### config.mk
export PLATFORM = sky130hd
export DESIGN_NAME = gapped_kmer_key_generator
export DESIGN_NICKNAME = d
export VERILOG_FILES = /design/src/design/gkg_pkg.sv /design/src/design/gkg_front.sv /design/src/design/gkg_queue.sv /design/src/design/gkg_back.sv /design/src/design/gapped_kmer_key_generator.sv
export SDC_FILE = /design/constraint.sdc
export NUM_CORES = 1
export LEC_CHECK = 0
export BUFFER_PORTS_ARGS = -buffer_cell sky130_fd_sc_hd__buf_2
export CORE_ASPECT_RATIO = 1.75
export CORE_MARGIN = 3
export CORE_UTILIZATION = 50
export CTS_BUF_LIST = sky130_fd_sc_hd__clkbuf_16
export DETAILED_ROUTE_END_ITERATION = 10
export GPL_ROUTABILITY_DRIVEN = 0
export PLACE_DENSITY = 0.76
export SYNTH_ARGS = -nofsm -noshare
export SYNTH_HDL_FRONTEND = slang
export SYNTH_SLANG_ARGS = --single-unit
### constraint.sdc
create_clock -name clk -period 13.24 [get_ports clk]
set_input_delay 1.986 -clock clk [delete_from_list [all_inputs] [get_ports clk]]
set_output_delay 1.986 -clock clk [all_outputs]
set_load 0.02 [all_outputs]
### src/design/gkg_pkg.sv
`default_nettype none
package gkg_pkg;

  localparam int KEY_W  = 35;
  localparam int GAP_W  = 5;
  localparam int LEN_W  = 4;
  localparam int SEEN_W = 6;
  localparam int BASE_W = 2;
  localparam int APB_AW = 3;
  localparam int APB_DW = 32;

  localparam logic [SEEN_W-1:0] SEEN_MAX = 6'd63;

  localparam logic [APB_AW-1:0] REG_KMER_ADDR = 3'd0;
  localparam logic [APB_AW-1:0] REG_GAP_ADDR  = 3'd4;

  localparam logic [LEN_W-1:0] KMER_RESET = 4'd10;
  localparam logic [GAP_W-1:0] GAP_RESET  = 5'd0;

  // Per-base control handed from the front to the back with the window copy
  typedef struct packed {
    logic [GAP_W-1:0] last_gap;
    logic             cls;
  } gkg_ctl_t;

endpackage
`default_nettype wire

### src/design/gkg_front.sv
`default_nettype none
module gkg_front #(
  parameter int WW = 92
) (
  input  wire logic                      clk,
  input  wire logic                      rst_n,
  input  wire logic                      accept,
  input  wire logic [gkg_pkg::BASE_W-1:0] base,
  input  wire logic                      first_of_sequence,
  input  wire logic                      negative_class,
  input  wire logic [gkg_pkg::LEN_W-1:0] len,
  input  wire logic [gkg_pkg::GAP_W-1:0] gmax,
  output logic                           q_push,
  output logic [WW-1:0]                  q_win,
  output gkg_pkg::gkg_ctl_t              q_ctl
);
  import gkg_pkg::*;

  logic [WW-1:0]     win_r;
  logic [WW-1:0]     win_nxt;
  logic [SEEN_W-1:0] seen_r;
  logic [SEEN_W-1:0] seen_nxt;
  logic [SEEN_W-1:0] seen_base;
  logic [SEEN_W-1:0] avail;
  logic              enough;

  always_comb begin
    win_nxt   = {win_r[WW-BASE_W-1:0], base};
    seen_base = first_of_sequence ? '0 : seen_r;
    seen_nxt  = (seen_base < SEEN_MAX) ? seen_base + SEEN_W'(1) : seen_base;
    enough    = seen_nxt >= SEEN_W'(len);
    avail     = seen_nxt - SEEN_W'(len);
  end

  // Classify: how many gaps qualify, expressed as the last gap to emit
  always_comb begin
    q_push       = accept && enough;
    q_win        = win_nxt;
    q_ctl.cls    = negative_class;
    q_ctl.last_gap = (avail >= SEEN_W'(gmax)) ? gmax : avail[GAP_W-1:0];
  end

  always_ff @(posedge clk) begin
    if (accept) begin
      win_r <= win_nxt;
    end
  end

  always_ff @(posedge clk) begin
    if (!rst_n) begin
      seen_r <= '0;
    end else if (accept) begin
      seen_r <= seen_nxt;
    end
  end

endmodule
`default_nettype wire

### src/design/gkg_queue.sv
`default_nettype none
module gkg_queue #(
  parameter int DW = 98
) (
  input  wire logic          clk,
  input  wire logic          rst_n,
  input  wire logic          push,
  input  wire logic [DW-1:0] wdata,
  input  wire logic          pop,
  output logic [DW-1:0]      rdata,
  output logic               full,
  output logic               empty
);

  logic [DW-1:0] mem_r [2];
  logic          wptr_r;
  logic          wptr_nxt;
  logic          rptr_r;
  logic          rptr_nxt;
  logic [1:0]    cnt_r;
  logic [1:0]    cnt_nxt;
  logic          do_push;
  logic          do_pop;

  always_comb begin
    full     = cnt_r == 2'd2;
    empty    = cnt_r == 2'd0;
    do_push  = push && !full;
    do_pop   = pop && !empty;
    wptr_nxt = do_push ? !wptr_r : wptr_r;
    rptr_nxt = do_pop ? !rptr_r : rptr_r;
    cnt_nxt  = cnt_r + {1'b0, do_push} - {1'b0, do_pop};
    rdata    = mem_r[rptr_r];
  end

  always_ff @(posedge clk) begin
    if (do_push) begin
      mem_r[wptr_r] <= wdata;
    end
  end

  always_ff @(posedge clk) begin
    if (!rst_n) begin
      wptr_r <= 1'b0;
      rptr_r <= 1'b0;
      cnt_r  <= 2'd0;
    end else begin
      wptr_r <= wptr_nxt;
      rptr_r <= rptr_nxt;
      cnt_r  <= cnt_nxt;
    end
  end

endmodule
`default_nettype wire

### src/design/gkg_back.sv
`default_nettype none
module gkg_back #(
  parameter int WW = 92,
  parameter int KW = 30
) (
  input  wire logic                       clk,
  input  wire logic                       rst_n,
  input  wire logic                       q_empty,
  input  wire logic [WW-1:0]              q_win,
  input  wire gkg_pkg::gkg_ctl_t          q_ctl,
  output logic                            q_pop,
  input  wire logic [gkg_pkg::LEN_W-1:0]  len,
  input  wire logic                       pop,
  output logic                            empty,
  output logic [gkg_pkg::KEY_W-1:0]       gapped_key,
  output logic [gkg_pkg::GAP_W-1:0]       gap_length,
  output logic                            key_class,
  output logic                            last_of_run
);
  import gkg_pkg::*;

  logic                 busy_r;
  logic                 busy_nxt;
  logic [WW-1:0]        wsh_r;
  logic [KW-1:0]        lo_r;
  logic [GAP_W-1:0]     g_r;
  logic [GAP_W-1:0]     last_g_r;
  logic                 cls_r;

  logic                 ovalid_r;
  logic                 ovalid_nxt;
  logic [KEY_W-1:0]     okey_r;
  logic [GAP_W-1:0]     ogap_r;
  logic                 ocls_r;
  logic                 olast_r;

  logic [LEN_W-1:0]     lo_n;
  logic [KW-1:0]        mask_all;
  logic [KW-1:0]        mask_lo;
  logic [KW-1:0]        mask_hi;
  logic [KW-1:0]        packed_key;
  logic                 adv;
  logic                 is_last;
  logic                 take;

  // Masks follow the configured length only, so they are static per run
  always_comb begin
    lo_n     = len - (len >> 1);
    mask_all = (KW'(1) << {len, 1'b0}) - KW'(1);
    mask_lo  = (KW'(1) << {lo_n, 1'b0}) - KW'(1);
    mask_hi  = mask_all & ~mask_lo;
  end

  always_comb begin
    packed_key = (wsh_r[KW-1:0] & mask_hi) | lo_r;
    adv        = busy_r && (!ovalid_r || pop);
    is_last    = g_r == last_g_r;
    take       = !q_empty && (!busy_r || (adv && is_last));
    q_pop      = take;
    if (take) begin
      busy_nxt = 1'b1;
    end else if (adv && is_last) begin
      busy_nxt = 1'b0;
    end else begin
      busy_nxt = busy_r;
    end
    if (adv) begin
      ovalid_nxt = 1'b1;
    end else if (pop) begin
      ovalid_nxt = 1'b0;
    end else begin
      ovalid_nxt = ovalid_r;
    end
  end

  // Each step widens the gap by one base: drop the newest base off the copy
  always_ff @(posedge clk) begin
    if (take) begin
      wsh_r    <= q_win;
      lo_r     <= q_win[KW-1:0] & mask_lo;
      g_r      <= '0;
      last_g_r <= q_ctl.last_gap;
      cls_r    <= q_ctl.cls;
    end else if (adv) begin
      wsh_r <= wsh_r >> BASE_W;
      g_r   <= g_r + GAP_W'(1);
    end
  end

  always_ff @(posedge clk) begin
    if (adv) begin
      okey_r  <= KEY_W'({packed_key, g_r});
      ogap_r  <= g_r;
      ocls_r  <= cls_r;
      olast_r <= is_last;
    end
  end

  always_ff @(posedge clk) begin
    if (!rst_n) begin
      busy_r   <= 1'b0;
      ovalid_r <= 1'b0;
    end else begin
      busy_r   <= busy_nxt;
      ovalid_r <= ovalid_nxt;
    end
  end

  always_comb begin
    empty       = !ovalid_r;
    gapped_key  = okey_r;
    gap_length  = ogap_r;
    key_class   = ocls_r;
    last_of_run = olast_r;
  end

endmodule
`default_nettype wire

### src/design/gapped_kmer_key_generator.sv
`default_nettype none
// Gapped k-mer key generator. Push one 2-bit base per word; for every gap g
// from 0 up to max_gap (ascending) for which the current sequence already
// holds kmer_length+g bases, one key word comes out, ordered by end position,
// with last_of_run set on the final key of each base. The back end emits one
// key per cycle, unless the result word waits unpopped, from a private copy
// of the base window. A two-entry queue between the front (window, base
// count, key count) and the back end lets new bases enter while keys are
// still draining, and the result port is a registered word. Bases that
// produce no key never reach the back end. Write configuration only while
// no keys are pending.
module gapped_kmer_key_generator #(
  parameter int MAX_KMER = 15,
  parameter int MAX_GAP  = 31
) (
  input  wire logic                        clk,
  input  wire logic                        rst_n,
  input  wire logic                        push,
  output logic                             full,
  input  wire logic [gkg_pkg::BASE_W-1:0]  in_base,
  input  wire logic                        in_first_of_sequence,
  input  wire logic                        in_negative_class,
  output logic                             empty,
  input  wire logic                        pop,
  output logic [gkg_pkg::KEY_W-1:0]        out_gapped_key,
  output logic [gkg_pkg::GAP_W-1:0]        out_gap_length,
  output logic                             out_key_class,
  output logic                             out_last_of_run,
  input  wire logic                        psel,
  input  wire logic                        penable,
  input  wire logic                        pwrite,
  input  wire logic [gkg_pkg::APB_AW-1:0]  paddr,
  input  wire logic [gkg_pkg::APB_DW-1:0]  pwdata,
  output logic [gkg_pkg::APB_DW-1:0]       prdata,
  output logic                             pready
);
  import gkg_pkg::*;

  localparam int WIN_DEPTH = MAX_KMER + MAX_GAP;
  localparam int WW        = BASE_W * WIN_DEPTH;
  localparam int KW        = BASE_W * MAX_KMER;
  localparam int CTL_W     = $bits(gkg_ctl_t);
  localparam int QW        = WW + CTL_W;

  logic [LEN_W-1:0] kmer_r;
  logic [LEN_W-1:0] kmer_nxt;
  logic [GAP_W-1:0] gap_r;
  logic [GAP_W-1:0] gap_nxt;
  logic [LEN_W-1:0] len_c;
  logic [GAP_W-1:0] gmax_c;
  logic             cfg_wr;

  logic             in_accept;
  logic             f_push;
  logic [WW-1:0]    f_win;
  gkg_ctl_t         f_ctl;
  logic [QW-1:0]    q_rdata;
  logic             q_pop;
  logic             q_full;
  logic             q_empty;
  logic [WW-1:0]    b_win;
  gkg_ctl_t         b_ctl;

  // Configuration registers; any address other than zero hits max_gap
  always_comb begin
    pready   = 1'b1;
    cfg_wr   = psel && penable && pwrite && pready;
    kmer_nxt = kmer_r;
    gap_nxt  = gap_r;
    if (cfg_wr) begin
      if (paddr == REG_KMER_ADDR) begin
        kmer_nxt = pwdata[LEN_W-1:0];
      end else begin
        gap_nxt = pwdata[GAP_W-1:0];
      end
    end
    prdata = (paddr == REG_KMER_ADDR) ? APB_DW'(kmer_r) : APB_DW'(gap_r);
    len_c  = (kmer_r > LEN_W'(MAX_KMER)) ? LEN_W'(MAX_KMER) : kmer_r;
    gmax_c = (gap_r > GAP_W'(MAX_GAP)) ? GAP_W'(MAX_GAP) : gap_r;
  end

  always_ff @(posedge clk) begin
    if (!rst_n) begin
      kmer_r <= KMER_RESET;
      gap_r  <= GAP_RESET;
    end else begin
      kmer_r <= kmer_nxt;
      gap_r  <= gap_nxt;
    end
  end

  always_comb begin
    full      = q_full;
    in_accept = push && !q_full;
    b_win     = q_rdata[WW-1:0];
    b_ctl     = q_rdata[QW-1:WW];
  end

  gkg_front #(
    .WW (WW)
  ) u_front (
    .clk               (clk),
    .rst_n             (rst_n),
    .accept            (in_accept),
    .base              (in_base),
    .first_of_sequence (in_first_of_sequence),
    .negative_class    (in_negative_class),
    .len               (len_c),
    .gmax              (gmax_c),
    .q_push            (f_push),
    .q_win             (f_win),
    .q_ctl             (f_ctl)
  );

  gkg_queue #(
    .DW (QW)
  ) u_queue (
    .clk   (clk),
    .rst_n (rst_n),
    .push  (f_push),
    .wdata ({f_ctl, f_win}),
    .pop   (q_pop),
    .rdata (q_rdata),
    .full  (q_full),
    .empty (q_empty)
  );

  gkg_back #(
    .WW (WW),
    .KW (KW)
  ) u_back (
    .clk         (clk),
    .rst_n       (rst_n),
    .q_empty     (q_empty),
    .q_win       (b_win),
    .q_ctl       (b_ctl),
    .q_pop       (q_pop),
    .len         (len_c),
    .pop         (pop),
    .empty       (empty),
    .gapped_key  (out_gapped_key),
    .gap_length  (out_gap_length),
    .key_class   (out_key_class),
    .last_of_run (out_last_of_run)
  );

  a_gap_bound: assert property (@(posedge clk) disable iff (!rst_n)
    !empty |-> out_gap_length <= gmax_c)
    else $error("gap length above configured maximum");

  a_gap_step: assert property (@(posedge clk) disable iff (!rst_n)
    (!empty && pop && !out_last_of_run) |=>
      (!empty && out_gap_length == GAP_W'($past(out_gap_length) + GAP_W'(1))))
    else $error("next key of a run missing or out of order");

  a_key_tag: assert property (@(posedge clk) disable iff (!rst_n)
    !empty |-> out_gapped_key[GAP_W-1:0] == out_gap_length)
    else $error("key low bits differ from gap length");

endmodule
`default_nettype wire
==> key figures, run 1 <==
Synth
  • Mapped Area: 18900 um2
  • EDFF count, synth: 451
  • Synthesized instance count: ~1200
  • Ys async rst share: 0
  • Mean area per synthesized cell: 15.4 um2
  • Post-synthesis sequential area ratio: 0.743
  • Number of distinct library cells after synthesis: 57
  • Ys Warns: 0
  • Top FF cell, synth: edfxtp_1
  • #FFs+latches synth: roughly 480

STA
  • Maximum clock frequency: 0.171 GHz
  • Final setup fails: 0
  • Worst Setup Slack, final: 7.41 ns
  • Post-route minimum period: 5.83 ns
  • Rel. slew slack: 0.223
  • Max-slew violations: 0
  • RSZ-0062 raised after global routing: no
  • Clk_skew: 0.0167 ns
  • Worst-Margin Slew: 1.16 ns
  • Final hold vios: 0
  • Fin Setup TNS: 0 ns
  • Final period util: 0.440

Clock tree
  • Clock Path Buffers: 3
  • Clock slew at reported path FFs: 0.07 ns
  • Worst skew pair latency: 0.55 ns
  • Inserted Clock Buffers: between 40 and 50
  • CTS Hold Bufs: 0
  • Htree depth: 2
  • # Post-CTS Setup Buffers: 0
  • CTS Root Cell: clkbuf_16
  • CTS tree: yes
  • CTS resizes: 0
  • Clk sinks: 478

Global routing
  • Antenna violations before repair: 0
  • Vias in the first global route: around 10000
  • GR Layer Usage met1: 0.198
  • Met2 Track Usage GR: 0.327
  • Pin count of the biggest net entering global routing: 110
  • GRT Total Usage: 0.175
  • Met3 Usage GRT: 0.0243
  • Busiest grt layer: met2
  • Total grt overflow: 0
  • Global-route wire length before repair: 56.3 mm

Drt
  • Vias: 10100
  • Initial DRT Pass Iterations: 5
  • Iter 0 DRT Violations: 826
  • Vias per std cell: 5.62
  • DRT Wirelength: 35.8 mm
  • ANT nets after route: 0
  • DRC: 0
  • Mean routed wirelength per cell: slightly below 20 um

Finish
  • Antenna diodes: 0
  • Area grow syn2layout: 10.9%
  • # fillers: 2748
  • Share of layout cells above drive strength 1: 0.145
  • Cell Count, Final, Fillers Out: roughly 1800
  • Final nets: 1367
  • Multi-input logic area: 4380 um2
  • Reg area: 14100 um2

Pwr
  • LEAKAGE: 7.15 nW
  • Peak VDD IR: 0.114 mV
  • PD cells: roughly 210 nW/um2

Floorplan
  • Die area: 40400 um2
  • Die Wd: roughly 150 um
  • Starting Density: 0.510
  • Die Height: about 260 um
  • FP Rows: 93
  • # IOs: 123
  • Core area: 37100 um2

Critical path
  • Setup crit end kind: flip-flop
  • FF-to-FF Start: kmer_r[3]
  • Worst Path Max Fanout: 64
  • Worst Setup SP: in_first_of_sequence
  • Slowest stage delay, CP: 0.76 ns
  • WP data required: between 10 and 15 ns
  • CP max-delay cell: buf_4
  • Critical Path AT: 6.01 ns
  • R2R depth: 11
  • Crit path cell chain: buf_2, nand3b_1, a41oi_1, nor2_1, nand2_1, o21ai_0, ha_1, a21o_1, a21oi_1, a41oi_1, nor2b_4, buf_4, buf_4
  • Critical Path Sink: u_queue.mem_r[0][85]
  • Setup CP Type: in2reg
  • Startpoint types: primary input
  • Worst r2r dst: u_back.gapped_key[13]
  • R2r setup slk: around 7.8 ns

Place
  • Port Buffers: 67
  • Placed cells: 1727
  • Dpl hpwl: 21.8 mm
  • Place WS: 6.90 ns

Status
  • Status: completed

Min path
  • Hold WC Path Type: reg2reg

Flow run
  • MaxCap Viol Count: 0
metrics by stage:
| step | util | instance area, um2 | power [mW] | hold WS [ns] |
|---|---|---|---|---|
| after floorplan | - | 19000 | 2.99 | 0.400 |
| after global placement | 0.528 | 19600 | 3.22 | 0.409 |
| after detailed placement | 0.528 | 19600 | 3.26 | 0.406 |
| after CTS | 0.566 | 21000 | 4.51 | 0.422 |
| after global routing | 0.566 | 21000 | 4.67 | 0.430 |
| final | 0.566 | 21000 | 4.47 | 0.420 |
layout by cell type, fill, tap and decap left out, types with 5 or more instances in the layout:
cell type / n
a21o_1: 10
a31oi_1: 8
a21oi_1: 105
bufinv_16: 7
ha_1: 24
and2_1: 8
nand3_1: 17
buf_2: 67
o21ai_0: 28
nor2b_1: 15
xor2_1: 7
buf_4: 14
clkinv_2: 12
o21a_1: 5
clkinv_1: 7
nor2_1: 140
mux2_2: 16
mux2i_1: 100
nand2_1: 39
xnor2_1: 21
inv_1: 31
or3_1: 5
a31o_2: 14
dfxtp_1: 26
clkbuf_16: 41
edfxtp_1: 451
nand2b_1: 5
conb_1: 28
nor3_1: 5
a41o_1: 8
worst min-delay path by stage:
stage	startpoint	to	slack [ns]	cells after the start
finish	u_back.cls_r	u_back.key_class	0.42	0
global route	u_back.cls_r	u_back.key_class	0.43	0
CTS	u_back.cls_r	u_back.key_class	0.42	0
detailed placement	u_back.cls_r	u_back.key_class	0.41	0
global placement	u_back.cls_r	u_back.key_class	0.41	0
floorplan	u_back.cls_r	u_back.key_class	0.40	0
layout make-up:
| cell class | count | area share |
|---|---|---|
| clock inverters | 35 | 0.0178 |
| inverters | 28 | 0.00506 |
| flip-flops and latches | 478 | 0.671 |
| well taps | 475 | 0.0283 |
| clock buffers | 41 | 0.0488 |
| multi-input cells | 665 | 0.209 |
| repair buffers | 81 | 0.0210 |
kinds of logic after synthesis:
kind of cell | Yosys count | share of synthesized area
and+or+nand+nor | 255 | 0.0596
adders and majority gates | 26 | 0.0180
buffers and inverters | 117 | 0.0320
xor gates and xnor gates | 28 | 0.0129
other | 2 | 0.000396
muxes | 120 | 0.0655
DFF | 478 | 0.743
AOI/OAI and AO/OA | 208 | 0.0683
per-layer routing:
| layer | wire length (um) | vias up |
|---|---|---|
| met5 | 0 | - |
| met4 | 1310 | 0 |
| li1 | - | 4670 |
| met1 | 13200 | 5026 |
| met2 | 19600 | 357 |
| met3 | 1640 | 84 |
registers in the layout, summed over array words and instances (netlist names), 5 cells and up, named ones only:
signal	count
u_back.g_r	5
u_back.wsh_r	92
u_front.seen_r	6
u_front.win_r	90
u_back.last_g_r	5
gap_r	5
u_back.gapped_key	31
u_back.lo_r	30
u_queue.mem_r	196
worst max-delay path: cells and delay by family:
kind            cells  cell delay (ns)
buf+inv             3             1.36
compound gates      5             1.23
simple gates        4             0.94
fa+ha+maj           1             0.39
report_power, final:
group          internal [mW]  switching [mW]
sequential              2.16           0.159
combinational          0.295           0.616
clock                  0.709           0.533
cell usage after synthesis, types with 17 or more instances:
master,n,area share
a21oi_1,105,0.028
buf_4,39,0.015
clkbuf_1,29,0.0057
dfxtp_1,27,0.029
edfxtp_1,451,0.71
ha_1,24,0.016
inv_1,27,0.0053
mux2i_1,100,0.053
nand2_1,39,0.0077
nand3_1,17,0.0045
nor2_1,140,0.028
o21ai_0,28,0.0074
xnor2_1,21,0.0097
(Power assumes the default switching activity.)
==> run 2: changes to the inputs <==
--- a/config.mk
+++ b/config.mk
@@ -12,7 +12,7 @@
 export CTS_BUF_LIST = sky130_fd_sc_hd__clkbuf_16
 export DETAILED_ROUTE_END_ITERATION = 10
 export GPL_ROUTABILITY_DRIVEN = 0
-export PLACE_DENSITY = 0.76
+export PLACE_DENSITY = 0.78
 export SYNTH_ARGS = -nofsm -noshare
 export SYNTH_HDL_FRONTEND = slang
 export SYNTH_SLANG_ARGS = --single-unit
==> constraint.sdc (replaced) <==
create_clock -name clk -period 5.15 [get_ports clk]
set_input_delay 0.7725 -clock clk [delete_from_list [all_inputs] [get_ports clk]]
set_output_delay 0.7725 -clock clk [all_outputs]
set_load 0.02 [all_outputs]
==> key figures, run 2 (synthesis results as in run 1) <==
Drt
  • ANT nets after route: 0 (unchanged)
  • Vias: 10100 (-0.64%)
  • DRT Wirelength: 35.6 mm (-0.49%)
  • Vias per std cell: 5.56 (-1.0%)
  • Iter 0 DRT Violations: 738 (-11%)
  • DRC: 0 (unchanged)
  • Mean routed wirelength per cell: 19.7 um (-0.87%)
  • Initial DRT Pass Iterations: 7 (+2)

Global routing
  • Met2 Track Usage GR: 0.323 (-0.00358)
  • Global-route wire length before repair: 55.3 mm (-1.6%)
  • Vias in the first global route: 10200 (-0.88%)
  • Met3 Usage GRT: 0.0248 (+0.000493)
  • Busiest grt layer: met2
  • Total grt overflow: 0 (unchanged)
  • Antenna violations before repair: 0 (unchanged)
  • GR Layer Usage met1: 0.187 (-0.0112)
  • Pin count of the biggest net entering global routing: 222 (+100%)
  • GRT Total Usage: 0.172 (-0.00236)

Clock tree
  • Htree depth: 2 (unchanged)
  • Inserted Clock Buffers: 40 (-2.4%)
  • Worst skew pair latency: 0.56 ns (about the same)
  • CTS Root Cell: clkbuf_16
  • Clk sinks: 478 (unchanged)
  • CTS Hold Bufs: 0 (unchanged)
  • # Post-CTS Setup Buffers: 0 (unchanged)
  • CTS tree: yes
  • Clock Path Buffers: 3 (unchanged)
  • Clock slew at reported path FFs: 0.07 ns (about the same)
  • CTS resizes: 0 (unchanged)

STA
  • Hold WS: 0.421 ns (+0.00148 ns)
  • RSZ-0062 raised after global routing: no
  • Final setup fails: 0 (unchanged)
  • Worst Setup Slack, final: 0.784 ns (-6.62 ns)
  • Post-route minimum period: approximately 4.4 ns
  • Maximum clock frequency: 0.229 GHz
  • Fin Setup TNS: 0 ns (unchanged)
  • Final hold vios: 0 (unchanged)
  • Final period util: 0.848
  • Worst-Margin Slew: 1.23 ns (+0.0694 ns)
  • Clk_skew: 0.0247 ns (+0.00801 ns)
  • Max-slew violations: 0 (unchanged)
  • Rel. slew slack: 0.169 (-0.0539)

Pwr
  • PD cells: 541 nW/um2 (+150%)
  • Total power: 11.4 mW (+160%)
  • Switching Share: 0.291 (-0.00205)
  • Clock power share: 0.274 (-0.004)
  • NetSw: 3.31 mW (+150%)
  • Peak VDD IR: 0.647 mV (+470%)
  • Reg power frac: 0.521 (+0.003)
  • LEAKAGE: 7.19 nW (+0.55%)
  • P_int: 8.09 mW (+160%)
  • Logic gate share of total power: 0.205 (about the same)

Floorplan
  • FP Rows: 93 (unchanged)
  • Starting Density: 0.510 (unchanged)
  • # IOs: 123 (unchanged)
  • Core area: 37100 um2 (unchanged)
  • Die Wd: 153 um (unchanged)
  • Die area: 40400 um2 (unchanged)
  • Die Height: 264 um (unchanged)

Place
  • Placed cells: 1736 (+0.52%)
  • Port Buffers: 67 (unchanged)
  • Post-Place Cell Area: 19700 um2 (+0.61%)
  • Dpl hpwl: 22.1 mm (+1.4%)
  • Place WS: 0.563 ns (-6.33 ns)

Min path
  • WHS Path Cells: 1 (+1)
  • Hold Crit Start: in_negative_class
  • Hold EP: u_queue.mem_r[1][92]
  • Hold WC Path Type: in2reg

Finish
  • Area grow syn2layout: 11.3%
  • Fin util: 0.568 (+0.00223)
  • Top Registers: u_queue.mem_r: 196 flops, u_back.wsh_r: 92 flops, u_front.win_r: 90 flops
  • Cell Count, Final, Fillers Out: 1810 (+0.39%)
  • Final nets: 1375 (+0.59%)
  • Antenna diodes: 0 (unchanged)
  • Share of layout cells above drive strength 1: 0.145 (about the same)
  • Most flop-heavy register: u_queue.mem_r
  • Most common cell after layout, fill and taps aside: edfxtp_1
  • Largest register FFs: 196 (unchanged)
  • Final Cell Area: 21100 um2 (+0.39%)
  • Most frequent cells in the layout: 451 x edfxtp_1, 140 x nor2_1, 105 x a21oi_1

Critical path
  • Setup crit end kind: flip-flop
  • CP max-delay cell: fa_1
  • FF-to-FF Start: kmer_r[2]
  • Startpoint types: flip-flop
  • Slowest stage delay, CP: 0.93 ns (+0.17 ns)
  • Critical Path AT: 4.63 ns (-1.38 ns)
  • Delay-heaviest family, CP: adder cells
  • Most frequent CP cell: inv_1
  • Crit path cell chain: buf_4, inv_1, fa_1, nor2_1, nand2_1, nor2_1, inv_1, ha_1, inv_1, a2111oi_0, a211oi_1, o311ai_0, o21bai_1
  • Setup CP Type: reg2reg
  • WP data required: 5.41 ns (-8.01 ns)
  • Crit path buf inv count: 4 (+1)
  • R2R depth: 13 (+2)
  • R2r setup slk: 0.78 ns (-6.99 ns)
  • Worst Path Max Fanout: 26 (-59%)
  • Worst r2r dst: u_back.gapped_key[13]

Status
  • Status: completed

Flow run
  • MaxCap Viol Count: 0 (unchanged)
-- run 2: cell count changes in the layout (fill, tap and decap cells not counted), sizes merged --
cell | previous run | this run
buf | 81 | 90
clkinv | 21 | 18
clkbuf | 41 | 40
inv | 33 | 35
-- run 2: worst reg2reg max path, stage by stage (launching register included) --
cell and delay (ns):
dfxtp_1 0.32, buf_4 0.28, inv_1 0.25, fa_1 0.93, nor2_1 0.13, nand2_1 0.19
nor2_1 0.12, inv_1 0.07, ha_1 0.62, inv_1 0.30, a2111oi_0 0.43, a211oi_1 0.09
o311ai_0 0.14, o21bai_1 0.21
-- run 2: power groups by stage --
stage                     registers (mW)  logic (mW)  clock network (mW)
after floorplan                     5.97        1.71                   0
after global placement              5.99        2.27                   0
after detailed placement            6.03        2.34                   0
after CTS                           5.95        2.37                3.20
after global routing                6.03        2.56                3.33
final                               5.95        2.34                3.12
-- run 2: how the worst max path moves through the flow --
| stage | startpoint | end | slack, ns | cells after the start |
|---|---|---|---|---|
| global route | kmer_r[2] | u_back.gapped_key[13] | 0.58 | 13 |
| global placement | in_first_of_sequence | u_queue.mem_r[0][40] | 0.70 | 12 |
| floorplan | in_first_of_sequence | u_queue.mem_r[0][0] | 0.61 | 11 |
| finish | kmer_r[2] | u_back.gapped_key[13] | 0.78 | 13 |
| detailed placement | in_first_of_sequence | u_queue.mem_r[0][40] | 0.56 | 12 |
| CTS | kmer_r[2] | u_back.gapped_key[13] | 0.83 | 13 |
-- run 2: final cells by class --
| class | instances | area, um2 |
|---|---|---|
| multi-input cells | 665 | 4380 |
| clock buffers | 40 | 1000 |
| inverters | 28 | 108 |
| fillers | 2733 | 16000 |
| flip-flops and latches | 478 | 14100 |
| clock inverters | 34 | 363 |
| well taps | 475 | 594 |
| repair buffers | 90 | 558 |
-- run 2: metal layers --
metal	vias up	wire (um)
met4	0	1770
met1	4994	12800
met3	93	1400
met2	287	19700
li1	4698	-
met5	-	0
